--- src/sv/toeq_pkg.sv ---
// ----------------------------------------------------------------------------
// toeq_pkg
// shared types, constants and ring helpers of the time-ordered event queue
// ----------------------------------------------------------------------------
package toeq_pkg;

  localparam int QueueDepth = 64;
  localparam int AddrW      = $clog2(QueueDepth);
  localparam int CntW       = $clog2(QueueDepth + 1);
  localparam int TimeW      = 32;
  localparam int TaskW      = 6;
  localparam int KindW      = 3;
  localparam int StatusW    = 2;
  localparam int FillW      = 7;

  localparam logic ActInsert = 1'b0;
  localparam logic ActPop    = 1'b1;

  typedef enum logic [StatusW-1:0] {
    STATUS_DONE  = 2'd0,
    STATUS_FULL  = 2'd1,
    STATUS_EMPTY = 2'd2
  } status_e;

  typedef struct packed {
    logic [KindW-1:0] event_kind;
    logic [TaskW-1:0] task_id;
    logic [TimeW-1:0] event_time;
  } entry_t;

  localparam int EntryW = $bits(entry_t);

  typedef struct packed {
    logic              wr_en;
    logic [AddrW-1:0]  wr_addr;
    entry_t            wr_data;
    logic              rd_en;
    logic [AddrW-1:0]  rd_addr;
  } ram_req_t;

  typedef struct packed {
    status_e           status;
    entry_t            head;
    logic [FillW-1:0]  fill_level;
  } result_t;

  function automatic logic [AddrW-1:0] ring_prev(input logic [AddrW-1:0] p);
    ring_prev = (p == '0) ? AddrW'(QueueDepth - 1) : p - 1'b1;
  endfunction

  function automatic logic [AddrW-1:0] ring_next(input logic [AddrW-1:0] p);
    ring_next = (p == AddrW'(QueueDepth - 1)) ? '0 : p + 1'b1;
  endfunction

endpackage

--- src/sv/toeq_ram.sv ---
// ----------------------------------------------------------------------------
// toeq_ram
// generic single-write single-read ram with registered read data
// ----------------------------------------------------------------------------
module toeq_ram #(
  parameter int Depth = 64,
  parameter int Width = 8,
  localparam int AddrW = $clog2(Depth)
) (
  input  logic             clk_i,
  input  logic             wr_en_i,
  input  logic [AddrW-1:0] wr_addr_i,
  input  logic [Width-1:0] wr_data_i,
  input  logic             rd_en_i,
  input  logic [AddrW-1:0] rd_addr_i,
  output logic [Width-1:0] rd_data_o
);

  logic [Width-1:0] mem_q [Depth];
  logic [Width-1:0] rd_data_q;

  always_ff @(posedge clk_i) begin
    if (wr_en_i) begin
      mem_q[wr_addr_i] <= wr_data_i;
    end
  end

  always_ff @(posedge clk_i) begin
    if (rd_en_i) begin
      rd_data_q <= mem_q[rd_addr_i];
    end
  end

  assign rd_data_o = rd_data_q;

endmodule

--- src/sv/toeq_ctrl.sv ---
// ----------------------------------------------------------------------------
// toeq_ctrl
// sequencer with one shared compare-and-move unit walking back from the tail
// ----------------------------------------------------------------------------
module toeq_ctrl import toeq_pkg::*; (
  input  logic     clk_i,
  input  logic     rst_ni,
  input  logic     in_valid_i,
  output logic     in_ready_o,
  input  logic     action_i,
  input  entry_t   in_entry_i,
  input  logic     urgent_i,
  output ram_req_t ram_req_o,
  input  entry_t   ram_rd_data_i,
  output logic     res_valid_o,
  input  logic     res_ready_i,
  output result_t  res_o
);

  localparam logic [1:0] StIdle  = 2'd0;
  localparam logic [1:0] StCmp   = 2'd1;
  localparam logic [1:0] StPlace = 2'd2;
  localparam logic [1:0] StFin   = 2'd3;

  logic [1:0]       state_q, state_d;
  logic [AddrW-1:0] head_q, head_d;
  logic [AddrW-1:0] tail_q, tail_d;
  logic [CntW-1:0]  cnt_q, cnt_d;
  logic [AddrW-1:0] gap_q, gap_d;
  logic [CntW-1:0]  left_q, left_d;
  entry_t           new_q, new_d;
  logic             urg_q, urg_d;
  status_e          status_q, status_d;
  logic             pop_q, pop_d;
  logic [AddrW-1:0] src;
  logic             stop;

  assign src  = ring_prev(gap_q);
  assign stop = (ram_rd_data_i.event_time < new_q.event_time) ||
                (!urg_q && (ram_rd_data_i.event_time == new_q.event_time));

  always_comb begin
    state_d     = state_q;
    head_d      = head_q;
    tail_d      = tail_q;
    cnt_d       = cnt_q;
    gap_d       = gap_q;
    left_d      = left_q;
    new_d       = new_q;
    urg_d       = urg_q;
    status_d    = status_q;
    pop_d       = pop_q;
    ram_req_o   = '0;
    in_ready_o  = 1'b0;
    res_valid_o = 1'b0;
    case (state_q)
      StIdle: begin
        in_ready_o = 1'b1;
        if (in_valid_i) begin
          state_d = StFin;
          pop_d   = 1'b0;
          if (action_i == ActPop) begin
            if (cnt_q == '0) begin
              status_d = STATUS_EMPTY;
            end else begin
              status_d          = STATUS_DONE;
              pop_d             = 1'b1;
              ram_req_o.rd_en   = 1'b1;
              ram_req_o.rd_addr = head_q;
              head_d            = ring_next(head_q);
              cnt_d             = cnt_q - 1'b1;
            end
          end else begin
            new_d = in_entry_i;
            urg_d = urgent_i;
            gap_d = tail_q;
            if (cnt_q == CntW'(QueueDepth)) begin
              status_d = STATUS_FULL;
            end else if (cnt_q == '0) begin
              status_d = STATUS_DONE;
              state_d  = StPlace;
            end else begin
              status_d          = STATUS_DONE;
              ram_req_o.rd_en   = 1'b1;
              ram_req_o.rd_addr = ring_prev(tail_q);
              left_d            = cnt_q;
              state_d           = StCmp;
            end
          end
        end
      end
      StCmp: begin
        ram_req_o.wr_en   = 1'b1;
        ram_req_o.wr_addr = gap_q;
        if (stop) begin
          ram_req_o.wr_data = new_q;
          tail_d            = ring_next(tail_q);
          cnt_d             = cnt_q + 1'b1;
          state_d           = StFin;
        end else begin
          ram_req_o.wr_data = ram_rd_data_i;
          gap_d             = src;
          left_d            = left_q - 1'b1;
          if (left_q == CntW'(1)) begin
            state_d = StPlace;
          end else begin
            ram_req_o.rd_en   = 1'b1;
            ram_req_o.rd_addr = ring_prev(src);
          end
        end
      end
      StPlace: begin
        ram_req_o.wr_en   = 1'b1;
        ram_req_o.wr_addr = gap_q;
        ram_req_o.wr_data = new_q;
        tail_d            = ring_next(tail_q);
        cnt_d             = cnt_q + 1'b1;
        state_d           = StFin;
      end
      StFin: begin
        res_valid_o = 1'b1;
        if (res_ready_i) begin
          state_d = StIdle;
        end
      end
      default: begin
        state_d = StIdle;
      end
    endcase
  end

  always_comb begin
    res_o.status     = status_q;
    res_o.head       = pop_q ? ram_rd_data_i : '0;
    res_o.fill_level = FillW'(cnt_q);
  end

  always_ff @(posedge clk_i or negedge rst_ni) begin
    if (!rst_ni) begin
      state_q <= StIdle;
      head_q  <= '0;
      tail_q  <= '0;
      cnt_q   <= '0;
      pop_q   <= 1'b0;
    end else begin
      state_q <= state_d;
      head_q  <= head_d;
      tail_q  <= tail_d;
      cnt_q   <= cnt_d;
      pop_q   <= pop_d;
    end
  end

  always_ff @(posedge clk_i) begin
    gap_q    <= gap_d;
    left_q   <= left_d;
    new_q    <= new_d;
    urg_q    <= urg_d;
    status_q <= status_d;
  end

endmodule

--- src/sv/time_ordered_event_queue_top.sv ---
// ----------------------------------------------------------------------------
// time_ordered_event_queue_top
// event list of a discrete-event simulator, kept sorted by time in a ring
// ----------------------------------------------------------------------------
// input items on s_axis: tuser carries the action (insert or pop), tdata the
// event time, task, kind and urgent flag. every input item gives exactly one
// result item on m_axis: status in tuser, popped entry and fill level in
// tdata (head fields zero unless a pop succeeded).
// an insert walks back from the tail with one compare-and-move step per
// cycle over a single-port-read ram, moving 0 to 63 entries. a pop, a full
// insert or an empty pop goes from idle straight to the result state.
// s_axis_tready_o is high only while no item is in progress.
// the result sits in an output register; a stalled receiver holds it and
// the block still takes the next item, finishing it and waiting until the
// register is free.
// reset empties the queue (head, tail and count cleared); the ram contents
// are not cleared and are never read before being written.
// ----------------------------------------------------------------------------
module time_ordered_event_queue_top import toeq_pkg::*; (
  input  logic        clk_i,
  input  logic        rst_ni,
  input  logic        s_axis_tvalid_i,
  output logic        s_axis_tready_o,
  // event_time[31:0], task_id[37:32], event_kind[40:38], urgent[41], zero pad
  input  logic [47:0] s_axis_tdata_i,
  // action[0]
  input  logic [0:0]  s_axis_tuser_i,
  output logic        m_axis_tvalid_o,
  input  logic        m_axis_tready_i,
  // head_time[31:0], head_task[37:32], head_kind[40:38], fill_level[47:41]
  output logic [47:0] m_axis_tdata_o,
  // status[1:0]
  output logic [1:0]  m_axis_tuser_o
);

  entry_t   in_entry;
  ram_req_t ram_req;
  entry_t   ram_rd_data;
  logic     res_valid;
  logic     res_ready;
  result_t  res;
  logic     out_vld_q;
  result_t  out_q;

  assign in_entry.event_time = s_axis_tdata_i[TimeW-1:0];
  assign in_entry.task_id    = s_axis_tdata_i[TimeW+TaskW-1:TimeW];
  assign in_entry.event_kind = s_axis_tdata_i[TimeW+TaskW+KindW-1:TimeW+TaskW];

  toeq_ctrl u_ctrl (
    .clk_i         (clk_i),
    .rst_ni        (rst_ni),
    .in_valid_i    (s_axis_tvalid_i),
    .in_ready_o    (s_axis_tready_o),
    .action_i      (s_axis_tuser_i[0]),
    .in_entry_i    (in_entry),
    .urgent_i      (s_axis_tdata_i[TimeW+TaskW+KindW]),
    .ram_req_o     (ram_req),
    .ram_rd_data_i (ram_rd_data),
    .res_valid_o   (res_valid),
    .res_ready_i   (res_ready),
    .res_o         (res)
  );

  toeq_ram #(
    .Depth (QueueDepth),
    .Width (EntryW)
  ) u_ram (
    .clk_i     (clk_i),
    .wr_en_i   (ram_req.wr_en),
    .wr_addr_i (ram_req.wr_addr),
    .wr_data_i (ram_req.wr_data),
    .rd_en_i   (ram_req.rd_en),
    .rd_addr_i (ram_req.rd_addr),
    .rd_data_o (ram_rd_data)
  );

  assign res_ready = !out_vld_q || m_axis_tready_i;

  always_ff @(posedge clk_i or negedge rst_ni) begin
    if (!rst_ni) begin
      out_vld_q <= 1'b0;
    end else if (res_ready) begin
      out_vld_q <= res_valid;
    end
  end

  always_ff @(posedge clk_i) begin
    if (res_valid && res_ready) begin
      out_q <= res;
    end
  end

  assign m_axis_tvalid_o = out_vld_q;
  assign m_axis_tuser_o  = out_q.status;
  assign m_axis_tdata_o  = {out_q.fill_level, out_q.head.event_kind,
                            out_q.head.task_id, out_q.head.event_time};

endmodule

--- config.mk ---
export PLATFORM = sky130hd
export DESIGN_NAME = time_ordered_event_queue_top
export DESIGN_NICKNAME = d
export VERILOG_FILES = /design/src/sv/toeq_pkg.sv /design/src/sv/toeq_ram.sv /design/src/sv/toeq_ctrl.sv /design/src/sv/time_ordered_event_queue_top.sv
export SDC_FILE = /design/constraint.sdc
export NUM_CORES = 2
export LEC_CHECK = 0
export ABC_AREA = 1
export BUFFER_PORTS_ARGS = -buffer_cell sky130_fd_sc_hd__buf_2
export CORE_MARGIN = 3
export CORE_UTILIZATION = 30
export CTS_CLUSTER_SIZE = 8
export DETAILED_ROUTE_END_ITERATION = 10
export GPL_ROUTABILITY_DRIVEN = 1
export PLACE_DENSITY = 0.43
export SYNTH_ARGS = -nofsm -noshare
export SYNTH_HDL_FRONTEND = slang
export SYNTH_HIERARCHICAL = 1
export SYNTH_SLANG_ARGS = --single-unit
--- constraint.sdc ---
create_clock -name clk_i -period 7.5 [get_ports clk_i]
set_input_delay 0.75 -clock clk_i [delete_from_list [all_inputs] [get_ports clk_i]]
set_output_delay 0.75 -clock clk_i [all_outputs]
set_load 0.05 [all_outputs]
==> impl_results.md <==
- P&R area growth vs syn: 15.70%
- Outcome: complete, no violations
- RR Startpoint: u_ram/rd_data_o[12]
- Syn_area_per_cell: ~12 sq um
- WHS Path Cells: 4
- Pre-antenna DRT Iters: 6
- CTS resizes: 0
- Netlist cell types: 50
- DR vias/cell: 5.135
- Nets: 9753
- PD cells: 438.9 nW/um^2
- First-pass GRT wire length: 553300 microns
- Syn Nets: 9547
- Initial antenna violation count: 20
- Inst Count DP: 14210
- Remaining antenna violation count: 0
- WP data required: 8200 ps
- Die H: 623.0 microns
- CTS Root Cell: clkbuf_16
- Row cnt: approximately 230
- # IOs: around 110
- Final Hold Fails: 0
- Hold Path Sink: m_axis_tvalid_o
- Die area: 388100 sq um
- Hold WC Path Type: primary input to register
- Total GRT Usage: 0.1964
- # setup viols final: 0
- MaxCap Viol Count: 0
- Global route overflow: 0
- CTS tree: yes
- Yosys warns: 6
- DP Wirelength: 209000 microns
- Clk slew on worst S/H paths: ~50 ps
- Fin cells: approximately 15000
- Fmax: 164.0 MHz
- Worst reg-to-reg path cell count: 22
- FF-to-FF setup slack: 1400 ps
- Largest net degree at the start of global routing: 159
- H-tree levels: 5
- Layout cells sized above 1: 0.09988
- Worst Clk Skew: roughly 56 ps
- Max FO, Critical Path: 143
- Syn Inst Count: 9444
- Placeable Area: 377200 sq um
- TritonCTS Sinks: 2795
- Slew HR: 0.1106
- CTS max path bufs: 4
- Worst Tran Pin Value: 1330 ps
- GPL Wtd Cong: about 0.79
- Drt drc: 0
- Post-DR wirelength/cell: 26.63 microns
- Worst skew pair latency: between 900 and 1000 ps
- Post-CTS Setup Bufs: 0
- Synthesized cell area: between 100000 and 150000 sq um
- Drt total wl: 391300 microns
- Leak: 46.74 nW
- RSZ-0062 raised after global routing: no
- Overall die width: approximately 620 microns
- IO buf count: 98
- Nature of the critical path endpoint: register
- Data arrival, critical path: around 6800 ps
- Vias in the first global route: 72200
- Number of CTS-inserted buffers: approximately 390
- Sequential share of the synthesized area: 0.7340
- Layout fillers: 36780
- Count of final max-slew check failures: 0
- Starting DRT DRC Count: 7145
- Setup Crit Path Kind: register to register
- Min-delay src: m_axis_tready_i
- Crit path time final: between 6000 and 7000 ps
- Multi-input gate area: 27510 sq um
- Startpoint type of the worst setup path: register
- Max IR drop VDD: 0.3121 mV
- #FFs+latches synth: 2795
- R2r endpoint: u_ram/rd_data_o[31]
- Sequential cell area: 83820 sq um
- Via count: between 70000 and 80000
- Setup TNS: 0 ps
- Final worst path period share: 0.8132
- Initial Util: 0.3027
## how the worst max path moves through the flow
stage | start | endpoint | slack, ps
finish | u_ram/rd_data_o[12] | u_ram/rd_data_o[31] | 1400
global route | u_ram/rd_data_o[12] | u_ram/rd_data_o[31] | 1250
CTS | u_ram/rd_data_o[12] | u_ram/rd_data_o[31] | 1400
global placement | u_ram/rd_data_o[12] | u_ram/rd_data_o[31] | 1420
detailed placement | u_ram/rd_data_o[12] | u_ram/rd_data_o[31] | 1450
floorplan | u_ctrl/state_q[0] | u_ram/mem_q[50][0] | 1330
## power by group
| group | total (W) | internal (W) | switching (W) |
|---|---|---|---|
| Combinational | 0.0210 | 0.00483 | 0.0162 |
| Clock | 0.0156 | 0.00915 | 0.00641 |
| Sequential | 0.0214 | 0.0208 | 0.000565 |
| Total | 0.0580 | 0.0348 | 0.0232 |
## Yosys cell counts (all sizes together)
master | n | area [sq um]
edfxtp | 2772 | 83240
nor2 | 95 | 371.6
nand3 | 2469 | 12370
inv | 147 | 554.3
o21a | 4 | 31.28
nand2 | 3111 | 12020
buf | 492 | 2790
o21ai | 35 | 175.2
a21oi | 69 | 495.5
nor4 | 10 | 83.83
fa | 1 | 20.02
or2 | 1 | 6.260
o31ai | 1 | 7.510
a31o | 1 | 8.760
clkbuf | 106 | 399.1
o2bb2ai | 1 | 8.760
a21o | 1 | 7.510
dfrtp | 23 | 575.6
ha | 49 | 613.1
nor3 | 10 | 66.32
xor2 | 12 | 105.1
a22oi | 1 | 7.510
clkinv | 1 | 3.750
xnor2 | 7 | 61.31
o22ai | 2 | 12.51
nand3b | 5 | 37.54
nand4 | 12 | 75.07
a32oi | 2 | 17.52
a211oi | 1 | 7.510
a31oi | 3 | 18.77
## metal layers
layer  up-vias  wire, microns  GRT usage
li1      33750              -          -
met1     38650         175300     0.2774
met2      2510         183200     0.3189
met3       549          22630    0.02450
met4         0          10120    0.05175
met5         -              0          0
## final cells by class
class	count	area share
diodes	7	0.0001326
clock buffers	403	0.07424
clock inverters	29	0.003476
multi-input cells	5903	0.2082
repair buffers	414	0.02769
inverters	148	0.004536
flip-flops and latches	2795	0.6344
well taps	4994	0.04729
## cells by family (layout without fill, tap and decap cells)
logic type               Yosys count  count (layout)  share of synthesized area
AO/OA/AOI/OAI                    121             121                   0.006991
XOR/XNOR                          19              19                   0.001457
adder cells (fa/ha/maj)           50              50                   0.005544
buffers and inverters            746             994                    0.03282
flip-flops                      2795            2795                     0.7340
other                              0               7                          0
AND/OR/NAND/NOR                 5713            5713                     0.2192
## flip-flops by register name (all words and copies together) (netlist names)
| register | count |
|---|---|
| u_ctrl/gap_q | 6 |
| u_ctrl/new_q | 41 |
| u_ctrl/urg_q | 1 |
| u_ctrl/status_q | 2 |
| u_ctrl/state_q | 2 |
| u_ctrl/left_q | 7 |
| m_axis_tdata_o | 48 |
| m_axis_tuser_o | 2 |
| u_ctrl/tail_q | 6 |
| u_ctrl/cnt_q | 7 |
| u_ram/rd_data_o | 41 |
| u_ctrl/pop_q | 1 |
| u_ram/mem_q | 2624 |
| m_axis_tvalid_o | 1 |
| u_ctrl/head_q | 6 |
## stage by stage
stage	utilization	setup slack, ps	cell area, sq um	total power (W)	hold slack (ps)
after global placement	0.3218	1422	121400	0.04266	415.9
after floorplan	-	1328	114200	0.03400	400.3
after detailed placement	0.3218	1446	121400	0.04285	411.9
after CTS	0.3502	1404	132100	0.05856	63.20
final	0.3502	1401	132100	0.05798	142.1
after global routing	0.3502	1248	132100	0.06092	135.5
## cell usage in the layout (no fill, tap or decap), types with 8 or more instances in the layout
| cell type | count |
|---|---|
| inv_6 | 8 |
| dfrtp_1 | 22 |
| nor2_4 | 59 |
| nand4_1 | 12 |
| xor2_1 | 12 |
| inv_1 | 139 |
| ha_1 | 49 |
| nand2_1 | 3061 |
| o21ai_1 | 10 |
| o21ai_0 | 23 |
| buf_2 | 98 |
| a21oi_4 | 42 |
| nor3_1 | 8 |
| clkbuf_16 | 390 |
| nand2_4 | 44 |
| edfxtp_1 | 2772 |
| a21oi_1 | 27 |
| nand3_1 | 2467 |
| buf_4 | 218 |
| dlygate4sd3_1 | 43 |
| clkbuf_1 | 13 |
| nor2_1 | 36 |
| buf_12 | 55 |
| nor4_2 | 9 |
## timing repair
item	4_1_cts	5_1_grt
hold endpoints to repair	65	0
endpoints found under the setup margin	0	0
hold buffers	43	0
## worst max-delay path: stages, from the launching register on
cell,delay [ps]
edfxtp_1,630
ha_1,320
a21oi_1,430
o21ai_0,140
a21oi_1,270
nand2_1,100
nand2_1,90
nand2_2,70
nand4_1,380
inv_1,210
o2bb2ai_4,350
buf_12,300
inv_16,510
buf_12,310
buf_4,310
nand2_1,90
nand3_1,80
nand3_1,80
nand3_1,90
nand3_1,300
nand2_1,190
nand2_1,70
nand2_1,280
(Power assumes the default switching activity.)
